### src/hw/rtl/fft_pkg.sv
// Shared types and constants for the five-tuple flow table tracker.
// Used by fft_flow_mem, fft_divider and flow_table_tracker; depends on nothing.
package fft_pkg;

  // Field widths of the packet and result beats.
  localparam int unsigned PROTO_W  = 2;
  localparam int unsigned ADDR_W   = 32;
  localparam int unsigned PORT_W   = 16;
  localparam int unsigned FLEN_W   = 12;
  localparam int unsigned TIME_W   = 32;
  localparam int unsigned PKTS_W   = 32;
  localparam int unsigned BYTES_W  = 48;
  localparam int unsigned BW_W     = 42;
  localparam int unsigned INDEX_W  = 8;

  // Divider widths: dividend is bytes * 8, divisor is duration * 1000.
  localparam int unsigned NUM_W    = BYTES_W + 3;
  localparam int unsigned DEN_W    = TIME_W + 10;
  localparam int unsigned DIV_CNT_W = $clog2(NUM_W);

  // Five-tuple key as held in the key memory.
  typedef struct packed {
    logic [ADDR_W-1:0]  source_address;
    logic [ADDR_W-1:0]  destination_address;
    logic [PORT_W-1:0]  source_port;
    logic [PORT_W-1:0]  destination_port;
    logic [PROTO_W-1:0] protocol;
  } fft_key_t;

  // Per-flow counters and times as held in the statistics memory.
  typedef struct packed {
    logic [PKTS_W-1:0]  packets;
    logic [BYTES_W-1:0] bytes;
    logic [TIME_W-1:0]  first_time;
    logic [TIME_W-1:0]  last_time;
  } fft_stats_t;

  // Result status codes.
  typedef enum logic [1:0] {
    STATUS_UPDATED = 2'd0,
    STATUS_ADDED   = 2'd1,
    STATUS_DROPPED = 2'd2
  } fft_status_e;

  // Control sequencer states.
  typedef enum logic [2:0] {
    ST_IDLE,
    ST_SEARCH,
    ST_UPDATE,
    ST_NEW,
    ST_DROP,
    ST_DIVIDE,
    ST_OUTPUT
  } fft_state_e;

  // Divider status seen by the sequencer.
  typedef struct packed {
    logic busy;
    logic done;
  } fft_div_status_t;

endpackage

### src/hw/rtl/fft_divider.sv
// Bit-serial restoring divider for the bandwidth: floor(bytes * 8 / (duration * 1000)).
// Depends on fft_pkg for widths and the status struct.
module fft_divider (
  input  logic                        clk,
  input  logic                        rst,
  input  logic                        start,
  input  logic [fft_pkg::BYTES_W-1:0] bytes,
  input  logic [fft_pkg::TIME_W-1:0]  duration,
  output logic [fft_pkg::BW_W-1:0]    quotient,
  output fft_pkg::fft_div_status_t    status
);
  import fft_pkg::*;

  logic [NUM_W-1:0]     numer;
  logic [DEN_W-1:0]     denom;
  logic [DEN_W-1:0]     rem;
  logic [NUM_W-1:0]     quot;
  logic [DIV_CNT_W-1:0] cnt;
  logic                 busy;
  logic                 done;
  logic [DEN_W:0]       rem_shift;
  logic [DEN_W:0]       diff;
  logic                 fits;
  logic [DEN_W-1:0]     denom_load;

  // Duration times 1000 as 1024 - 16 - 8 shifted copies.
  assign denom_load = {duration, 10'b0}
                    - {6'b0, duration, 4'b0}
                    - {7'b0, duration, 3'b0};

  // One quotient bit per cycle: shift in the next dividend bit and trial-subtract.
  assign rem_shift = {rem, numer[NUM_W-1]};
  assign diff      = rem_shift - {1'b0, denom};
  assign fits      = ~diff[DEN_W];

  always_ff @(posedge clk) begin
    if (rst) begin
      busy <= 1'b0;
      done <= 1'b0;
    end else begin
      done <= 1'b0;
      if (start) begin
        busy <= 1'b1;
        cnt  <= DIV_CNT_W'(NUM_W - 1);
      end else if (busy) begin
        if (cnt == '0) begin
          busy <= 1'b0;
          done <= 1'b1;
        end else begin
          cnt <= cnt - 1'b1;
        end
      end
    end
  end

  // Datapath registers need no reset.
  always_ff @(posedge clk) begin
    if (start) begin
      numer <= {bytes, 3'b000};
      denom <= denom_load;
      rem   <= '0;
      quot  <= '0;
    end else if (busy) begin
      numer <= {numer[NUM_W-2:0], 1'b0};
      rem   <= fits ? diff[DEN_W-1:0] : rem_shift[DEN_W-1:0];
      quot  <= {quot[NUM_W-2:0], fits};
    end
  end

  assign quotient    = quot[BW_W-1:0];
  assign status.busy = busy;
  assign status.done = done;

endmodule

### config.mk
export PLATFORM = sky130hd
export DESIGN_NAME = fft_divider
export DESIGN_NICKNAME = d
export VERILOG_FILES = /design/src/hw/rtl/fft_pkg.sv /design/src/hw/rtl/fft_divider.sv
export SDC_FILE = /design/constraint.sdc
export NUM_CORES = 1
export LEC_CHECK = 0
export BUFFER_PORTS_ARGS = -buffer_cell sky130_fd_sc_hd__buf_4
export CAP_MARGIN = 5
export CORE_MARGIN = 4
export CORE_UTILIZATION = 60
export CTS_CLUSTER_SIZE = 10
export DETAILED_ROUTE_END_ITERATION = 6
export GPL_ROUTABILITY_DRIVEN = 0
export PLACE_DENSITY_LB_ADDON = 0.12
export SETUP_SLACK_MARGIN = 0.5
export SLEW_MARGIN = 5
export SYNTH_ARGS = -nofsm -noshare
export SYNTH_HDL_FRONTEND = slang
export SYNTH_SLANG_ARGS = --single-unit
### constraint.sdc
create_clock -name clk -period 8.5 [get_ports clk]
set_input_delay 0 -clock clk [delete_from_list [all_inputs] [get_ports clk]]
set_output_delay 0 -clock clk [all_outputs]
set_load 0.02 [all_outputs]
**Yosys cells after proc, flatten, opt, wreduce, memory -nomap -nowiden**

Index checks and enable logic that the tools add are counted.
W data, S select, Z words.

- Register bits: 182
- Logic and storage cells: 28
- Output and inout bits: 44
- Input bits: 83

- Bitwise gates (word level): 3
- Multiplexer cells: 9
- Reductions and logical operators: 4
- Equal/unequal tests: 1
- Add/subtract/negate cells: 4

Operator list:

| operator | number |
|---|---|
| $mux W51 | 2 |
| $sub A43 B42 Y43 | 1 |
| $mux W42 | 1 |
| $sub A42 B35 Y42 | 1 |
| $sub A42 B36 Y42 | 1 |
| $mux W6 | 2 |
| $logic_not A6 Y1 | 1 |
| $sub A6 B1 Y6 const B | 1 |
| $mux W1 | 4 |
| $not A1 Y1 | 3 |
| $reduce_and A3 Y1 | 1 |
| $reduce_or A3 Y1 | 1 |
| $ne A2 B2 Y1 const B | 1 |
| $reduce_bool A2 Y1 | 1 |

**Depth between registers and ports, before layout**

Gate-level depths: netlist of the first run.

- Depth in word-level cells: 4
- Gate-level depth with buffers: 14
- Gate-level depth less buffers: 13

**Worst setup path before layout of the first run**

No wires, ideal clock.

- Path type: input to register
- Start: input port duration[12] (netlist bit)
- End: register denom[36], data pin
- Path buffers: 1
- Slack: 5615 ps
- Stages: 12
- Setup time: 135 ps
- Data required time: 8365 ps
- Arrival: 2750 ps
- Cells stage by stage: inv_1 -> fa_1 -> ha_1 -> clkbuf_1 -> o21a_1 -> o21a_1 -> and3_1 -> a21oi_2 -> o41a_1 -> a31o_1 -> or4b_1 -> nand3_1

- Word-level cells in the longest chain between the ends: 2

RTL lines:

| item | line | RTL |
|---|---|---|
| start: declaration | fft_divider.sv:8 | `input logic [fft_pkg::TIME_W-1:0] duration,` |
| $sub A42 B36 Y42 | fft_divider.sv:28 | `- {6'b0, duration, 4'b0}` |
| $sub A42 B35 Y42 (*) | fft_divider.sv:29 | `- {7'b0, duration, 3'b0};` |
| via denom_load[36] | fft_divider.sv:24 | `logic [DEN_W-1:0] denom_load;` |
| end signal: assignment | fft_divider.sv:60 | `denom <= denom_load;` |
| end: declaration | fft_divider.sv:15 | `logic [DEN_W-1:0] denom;` |

Mark *: on every way through the listed nets, which the timed path passes. The rest lies on a longest branch.
A chain may end at the register's enable or synchronous reset.

**Final worst setup path of the first run**

- Start: input port duration[0] (netlist bit)
- End: register denom[40], data pin

The elaborated chain is that of the path after synthesis.

==> run_results.csv, run 1 <==
group,metric,value,unit
cts,cts_sinks,179,
cts,numCtsBuffers,17,
routing,via_count,9517,
grt,antenna_found_initial,0,
finish,finish.utilization,0.726,
routing,route.met3.wl,1300,um
synth,avgSynthCellArea,9.71,um^2
sta,slew_viol_final,0,
synth,synth_area,12200,um^2
worst_setup_path,crit_buf_inv,5,
cts,cts_buffer_depth,2,
finish,nNetsFinal,1589,
worst_setup_path,critPathSlowestCell,"dlygate4sd3_1",
grt,grt_pass1_vias,9195,
cts,cts_tree,"built",
placed_design,hpwl,18500,um
worst_setup_path,reg2reg_to,"rem[24]$_SDFFE_PP0P_",
sta,rsz0062_at_grt,"no",
sta,setup_viol,0,
sta,finClkSkew,0.00992,ns
finish,layout-drive-gt1-share,0.165,
die,design.core.area,19700,um^2
finish,area_growth,17.7,%
routing,wl,26200,um
finish,finish.instance_area,14300,um^2
routing,drt_iter0_drc,588,
outcome,status,"complete, no violations",
worst_setup_path,crit_type,"primary input to register",
synth,synth_common_cells,"nor2_1 (121), inv_1 (101), edfxtp_1 (93), ha_1 (89), dfxtp_1 (86)",
synth,synth_flop_cell,"edfxtp_1",
synth,async_reset_ff_frac,0,
power,power.leakage,6.23,nW
sta,fmax,0.257,GHz
worst_setup_path,cp_max_fo,6,
cts,clkLatencyLatePin,0.43,ns
routing,via_per_inst,5.70,
run,drv_cap,0,
sta,report.final.hold_viol_count,0,
cts,cts-htree-levels,4,
synth,ys_seq_area_frac,0.371,
die,rows,51,
routing,first_pass_iters,5,
sta,tightest_slew,1.13,ns
die,dieArea,22600,um^2
min_path,hold_class,"primary input to register",
synth,synth_area_leaders,"edfxtp_1 (23%), dfxtp_1 (14%), ha_1 (9.2%)",
worst_setup_path,cp-end-kind,"register",
worst_setup_path,cpPeakStageDelay,0.57,ns
cts,clockRootBuffer,"clkbuf_16",
min_path,hold_start,"duration[29]",
worst_setup_path,timing.rr.start,"denom[7]$_DFFE_PP_",
routing,drc,0,
cts,clk_pin_slew_worst_paths,0.06,ns
placed_design,io_buffers,126,
power,max-vdd-ir-drop,0.131,mV
die,start_util,0.617,
routing,m1WireLength,12400,um
routing,postRouteAntennaNets,0,
grt,grt_pass1_wl,44200,um
worst_setup_path,start_kind,"primary input",
finish,antenna_cells,0,
min_path,hold_end,"denom[39]$_DFFE_PP_",
synth,synth_edf_count,93,
finish,n_fill_cell,1488,
synth,syn-num-nets,1450,
sta,fin_crit,3.89,ns
power,power_density,202,nW/um^2
synth,ys_ff_latch,179,
synth,yosys_warnings,0,
synth,synth_cell_type_count,78,
synth,syn_inst,1253,
die,die_w,150,um
routing,top_layer_used,"met4",
worst_setup_path,reg2reg_slack,4.97,ns
grt,grt_usage,0.238,
synth,yosysMostFrequentCell,"nor2_1",
worst_setup_path,worstPathRequired,8.68,ns
placed_design,placed_cell_area,13200,um^2
die,io_pins,127,
sta,relSlewSlack,0.246,
worst_setup_path,crit_arrival,4.07,ns
worst_setup_path,reg2regPathDepth,12,
synth,synth_top_area_share,0.230,
worst_setup_path,worstPathCellList,"dlygate4sd3_1 > buf_4 > inv_1 > fa_1 > inv_1 > ha_1 > nand2_1 > nor2_1 > and3_1 > a21oi_2 > o41a_1 > a31o_1 > o41ai_1 > nand3_1 > dlygate4sd3_1",
routing,wl_per_cell,15.7,um
synth,synth_top_cell_by_area,"edfxtp_1",
cts,post_cts_resized,0,
grt,grt_overflow,0,
routing,wl_met2,12000,um
sta,final.setup.tns,0,ns
worst_setup_path,critPathTopFamily,"buffers and inverters",
die,fp.dieH,150,um
min_path,hold_depth,4,
grt,grt_max_degree,100,
sta,post-route-period-util,0.458,
-- worst max path at each step --
stage               cells after the start  slack [ns]                from                    to
detailed placement                     12        4.99  denom[7]$_DFFE_PP_  rem[24]$_SDFFE_PP0P_
finish                                 15        4.61         duration[0]   denom[40]$_DFFE_PP_
CTS                                    15        4.63         duration[0]   denom[40]$_DFFE_PP_
global placement                       14        5.16         duration[0]   denom[38]$_DFFE_PP_
global route                           15        4.25         duration[0]   denom[40]$_DFFE_PP_
floorplan                              12        5.62        duration[12]   denom[36]$_DFFE_PP_
-- worst register-to-register path, stage by stage, from the launching register on --
cell	delay (ns)
edfxtp_1	0.32
inv_1	0.04
ha_1	0.35
a211oi_1	0.35
o21ai_1	0.12
o221a_2	0.28
o211ai_2	0.23
o21a_4	0.21
a21oi_4	0.07
o211ai_1	0.73
buf_4	0.39
nand2_1	0.09
a311oi_1	0.25
-- logic make-up after synthesis --
| family | Yosys count | share of synthesized area |
|---|---|---|
| muxes | 110 | 0.0954 |
| buffers and inverters | 164 | 0.0570 |
| and+or+nand+nor | 317 | 0.122 |
| AOI/OAI and AO/OA | 299 | 0.171 |
| adders and majority gates | 114 | 0.133 |
| xor gates and xnor gates | 70 | 0.0504 |
| DFF | 179 | 0.371 |
-- what timing repair did --
| item | CTS | global route |
|---|---|---|
| hold endpoints to repair | 59 | 0 |
| hold buffers | 53 | 0 |
| setup buffers | 0 | 0 |
-- where the power goes --
part / internal (mW) / switching, mW
registers: 1.03 / 0.0419
logic: 0.431 / 0.574
clock network: 0.473 / 0.348
-- sequential cells by signal, indices dropped and copies added, names as in the netlist --
name   cells
numer     48
quot      42
rem       42
denom     39
cnt        6
busy       1
done       1
-- layer usage --
metal,vias up,track usage
met5,-,0
met4,0,0.0677
met3,36,0.0304
met2,236,0.384
met1,4457,0.339
li1,4788,-
-- through the flow --
stage | setup WS (ns) | std cells | total power, mW | hold WS, ns
floorplan | 5.62 | 1253 | 1.84 | 0.0724
global placement | 5.16 | 1585 | 2.04 | 0.167
detailed placement | 4.99 | 1585 | 2.05 | 0.172
CTS | 4.63 | 1670 | 2.90 | 0.00898
global route | 4.25 | 1670 | 3.08 | 0.0332
finish | 4.61 | 1670 | 2.90 | 0.0189
-- cells in the final DEF (no fill, tap or decap), types with 17 or more instances in the layout --
master and count:
buf_4 129, nor2_1 121, inv_1 101, edfxtp_1 93
ha_1 89, dfxtp_1 85, nand2_1 72, a21oi_1 71
mux2i_1 63, dlygate4sd3_1 53, a21o_1 48, mux2_2 47
o21ai_0 45, xnor2_1 40, xor2_1 30, fa_1 25
a211oi_1 23, nand3_1 22, nand4_1 21, a31oi_1 17
clkbuf_16 17
-- area by class of cell --
cell class              instances  area (um^2)  share of cell area
multi-input cells             910         6960               0.486
inverters                     101          379              0.0265
repair buffers                183         1510               0.105
well taps                     265          332              0.0232
clock inverters                14          193              0.0135
clock buffers                  18          429              0.0300
flip-flops and latches        179         4520               0.316
Note: power is estimated with default switching activity, not from simulation.
==> inputs of run 2 (changes only) <==
Settings changed: ABC_AREA set to 1, CORE_UTILIZATION 60 to 55.
Clock period 8.5 ns to 3.2 ns, I/O delays scaled along.
==> run 2 against run 1 <==
Against the previous run: area after synthesis increased by 5.9%; via count increased by 29%; clock skew increased by 0.0046 ns; die area increased by 15%; non-clock buffer count increased by 10; synthesized cell count increased by 45%; largest cell class unchanged.
==> run_results.csv, run 2 <==
group,metric,value,unit
outcome,status,"complete, no violations",
finish,final_cell_mix,"nand2_1 (643), inv_1 (286), nor2_1 (139), buf_4 (139), edfxtp_1 (93)",
worst_setup_path,critPathSlowestCell,"dlygate4sd3_1",
grt,antenna_found_initial,1,
routing,via_count,12300,
die,die_w,161,um
finish,largest_reg_flops,48,
routing,wl_per_cell,14.9,um
sta,rsz0062_at_grt,"yes",
min_path,hold_class,"primary input to register",
sta,tightest_slew,0.794,ns
cts,cts-htree-levels,4,
sta,finClkSkew,0.0145,ns
routing,postRouteAntennaNets,0,
placed_design,placed_cell_area,14100,um^2
sta,post-route-period-util,0.824,
cts,cts_tree,"built",
finish,area_growth,19.1,%
synth,synth_area_leaders,"edfxtp_1 (22%), nand2_1 (19%), dfxtp_1 (13%)",
cts,cts_buffer_depth,2,
routing,first_pass_iters,7,
worst_setup_path,worstPathRequired,3.46,ns
routing,drc,0,
finish,ff_latch_area,4510,um^2
cts,cts_sinks,179,
run,drv_cap,0,
die,io_pins,127,
cts,clockRootBuffer,"clkbuf_16",
worst_setup_path,crit_type,"primary input to register",
sta,relSlewSlack,0.468,
synth,yosysMostFrequentCell,"nand2_1",
cts,clk_pin_slew_worst_paths,0.08,ns
power,power_density,456,nW/um^2
synth,synth_area,12900,um^2
synth,synth_flop_cell,"edfxtp_1",
sta,holdWs,0.0312,ns
finish,largest_register,"numer",
worst_setup_path,start_kind,"primary input",
synth,avgSynthCellArea,7.07,um^2
synth,async_reset_ff_frac,0,
cts,numCtsBuffers,17,
die,dieArea,25900,um^2
finish,layout-drive-gt1-share,0.104,
worst_setup_path,cp_max_fo,5,
finish,n_fill_cell,1989,
cts,clkLatencyLatePin,0.44,ns
power,max-vdd-ir-drop,0.307,mV
sta,fmax,0.379,GHz
worst_setup_path,cpPeakStageDelay,0.54,ns
die,start_util,0.564,
synth,ys_ff_latch,179,
die,rows,55,
die,design.core.area,22800,um^2
worst_setup_path,worstPathCellList,"dlygate4sd3_1 > buf_4 > fa_1 > ha_1 > nand2_1 > nor2_1 > inv_1 > nor4_1 > nand3_1 > nand4_1 > xor2_1",
sta,fin_crit,2.64,ns
routing,via_per_inst,5.28,
synth,synth_cell_type_count,40,
grt,grt_max_degree,71,
sta,final.setup.tns,0,ns
finish,finish.instance_area,15300,um^2
placed_design,hpwl,25900,um
sta,slew_viol_final,0,
grt,grt_pass1_wl,56100,um
finish,nNetsFinal,2193,
finish,final_common_cell,"nand2_1",
synth,synth_top_area_share,0.217,
synth,synth_common_cells,"nand2_1 (643), inv_1 (286), nor2_1 (140), edfxtp_1 (93), ha_1 (89)",
worst_setup_path,crit_arrival,2.90,ns
routing,wl,34600,um
placed_design,io_buffers,126,
synth,synth_edf_count,93,
grt,grt_usage,0.263,
synth,yosys_warnings,0,
finish,top_regs,"numer: 48 flops, quot: 42 flops, rem: 42 flops",
finish,multi_input_area,7130,um^2
synth,syn_inst,1820,
sta,report.final.hold_viol_count,0,
synth,ys_seq_area_frac,0.351,
worst_setup_path,cp-end-kind,"register",
grt,grt_overflow,0,
sta,setup_viol,0,
routing,drt_iter0_drc,965,
die,fp.dieH,161,um
power,power.leakage,7.64,nW
synth,syn-num-nets,2017,
grt,grt_pass1_vias,11800,
synth,synth_top_cell_by_area,"edfxtp_1",
[run 2: changes by cell type after synthesis, moves of 22 or more]
cell / previous run / this run
nand3_1: 22 / 84
mux2i_1: 63 / 0
a21o_1: 48 / 5
o22ai_1: 2 / 42
nand2_1: 73 / 643
a211oi_1: 23 / 1
mux2_2: 47 / 0
inv_1: 101 / 286
[run 2: final timing paths]
kind | cells past startpoint | from | end | slack, ns
setup / recovery | 11 | duration[2] | denom[41]$_DFFE_PP_ | 0.56
setup reg to reg | 13 | denom[25]$_DFFE_PP_ | rem[30]$_SDFFE_PP0P_ | 0.70
hold / removal | 3 | duration[30] | denom[40]$_DFFE_PP_ | 0.03
hold reg to reg | 2 | numer[50]$_DFFE_PP_ | rem[0]$_SDFFE_PP0P_ | 0.47
[run 2: where the power goes]
part           total, mW  leakage (nW)  switching (mW)  internal (mW)
registers           2.74          1.62          0.0569           2.69
logic               2.07          5.71            1.34          0.729
clock network       2.19         0.303            1.08           1.11
total               7.00          7.64            2.48           4.52
[run 2: per-layer routing]
metal	up-vias	global-route usage	part of all wire
met5	-	0	0
met4	0	0.106	0.033
met3	81	0.0324	0.054
met2	421	0.439	0.47
met1	5614	0.351	0.44
li1	6148	-	-
[run 2: final cells by class]
cell class,instances,share of cell area
flip-flops and latches,179,0.294
inverters,289,0.0707
clock inverters,14,0.0111
repair buffers,193,0.104
clock buffers,18,0.0294
multi-input cells,1316,0.465
diodes,1,0.000163
well taps,313,0.0255
[run 2: repair_timing]
action,4_1_cts,5_1_grt
hold endpoints to repair,60,0
setup buffers,0,5
hold buffers,52,0
gates resized for setup,0,11
setup endpoints to repair,0,44
[run 2: metrics by stage]
step / total power [mW] / instances / setup slack [ns] / utilization
after floorplan: 4.17 / 1820 / 0.687 / -
after global placement: 4.71 / 2233 / 0.267 / 0.618
after detailed placement: 4.74 / 2233 / 0.296 / 0.618
after CTS: 6.98 / 2317 / 0.515 / 0.668
after global routing: 7.39 / 2323 / 0.489 / 0.671
final: 7.00 / 2323 / 0.562 / 0.671
[run 2: cells by family after synthesis]
kind of cell    count (synthesis)  synth area share
xor+xnor                       58            0.0395
buf+inv                       325            0.0979
simple gates                  928             0.291
fa+ha+maj                     114             0.125
compound gates                216            0.0952
flops                         179             0.351
[run 2: critical path, delay by kind of cell]
kind | cells | cell delay [ns]
buffers and inverters | 3 | 0.80
and+or+nand+nor | 5 | 1.07
adders and majority gates | 2 | 0.82
xor gates and xnor gates | 1 | 0.21
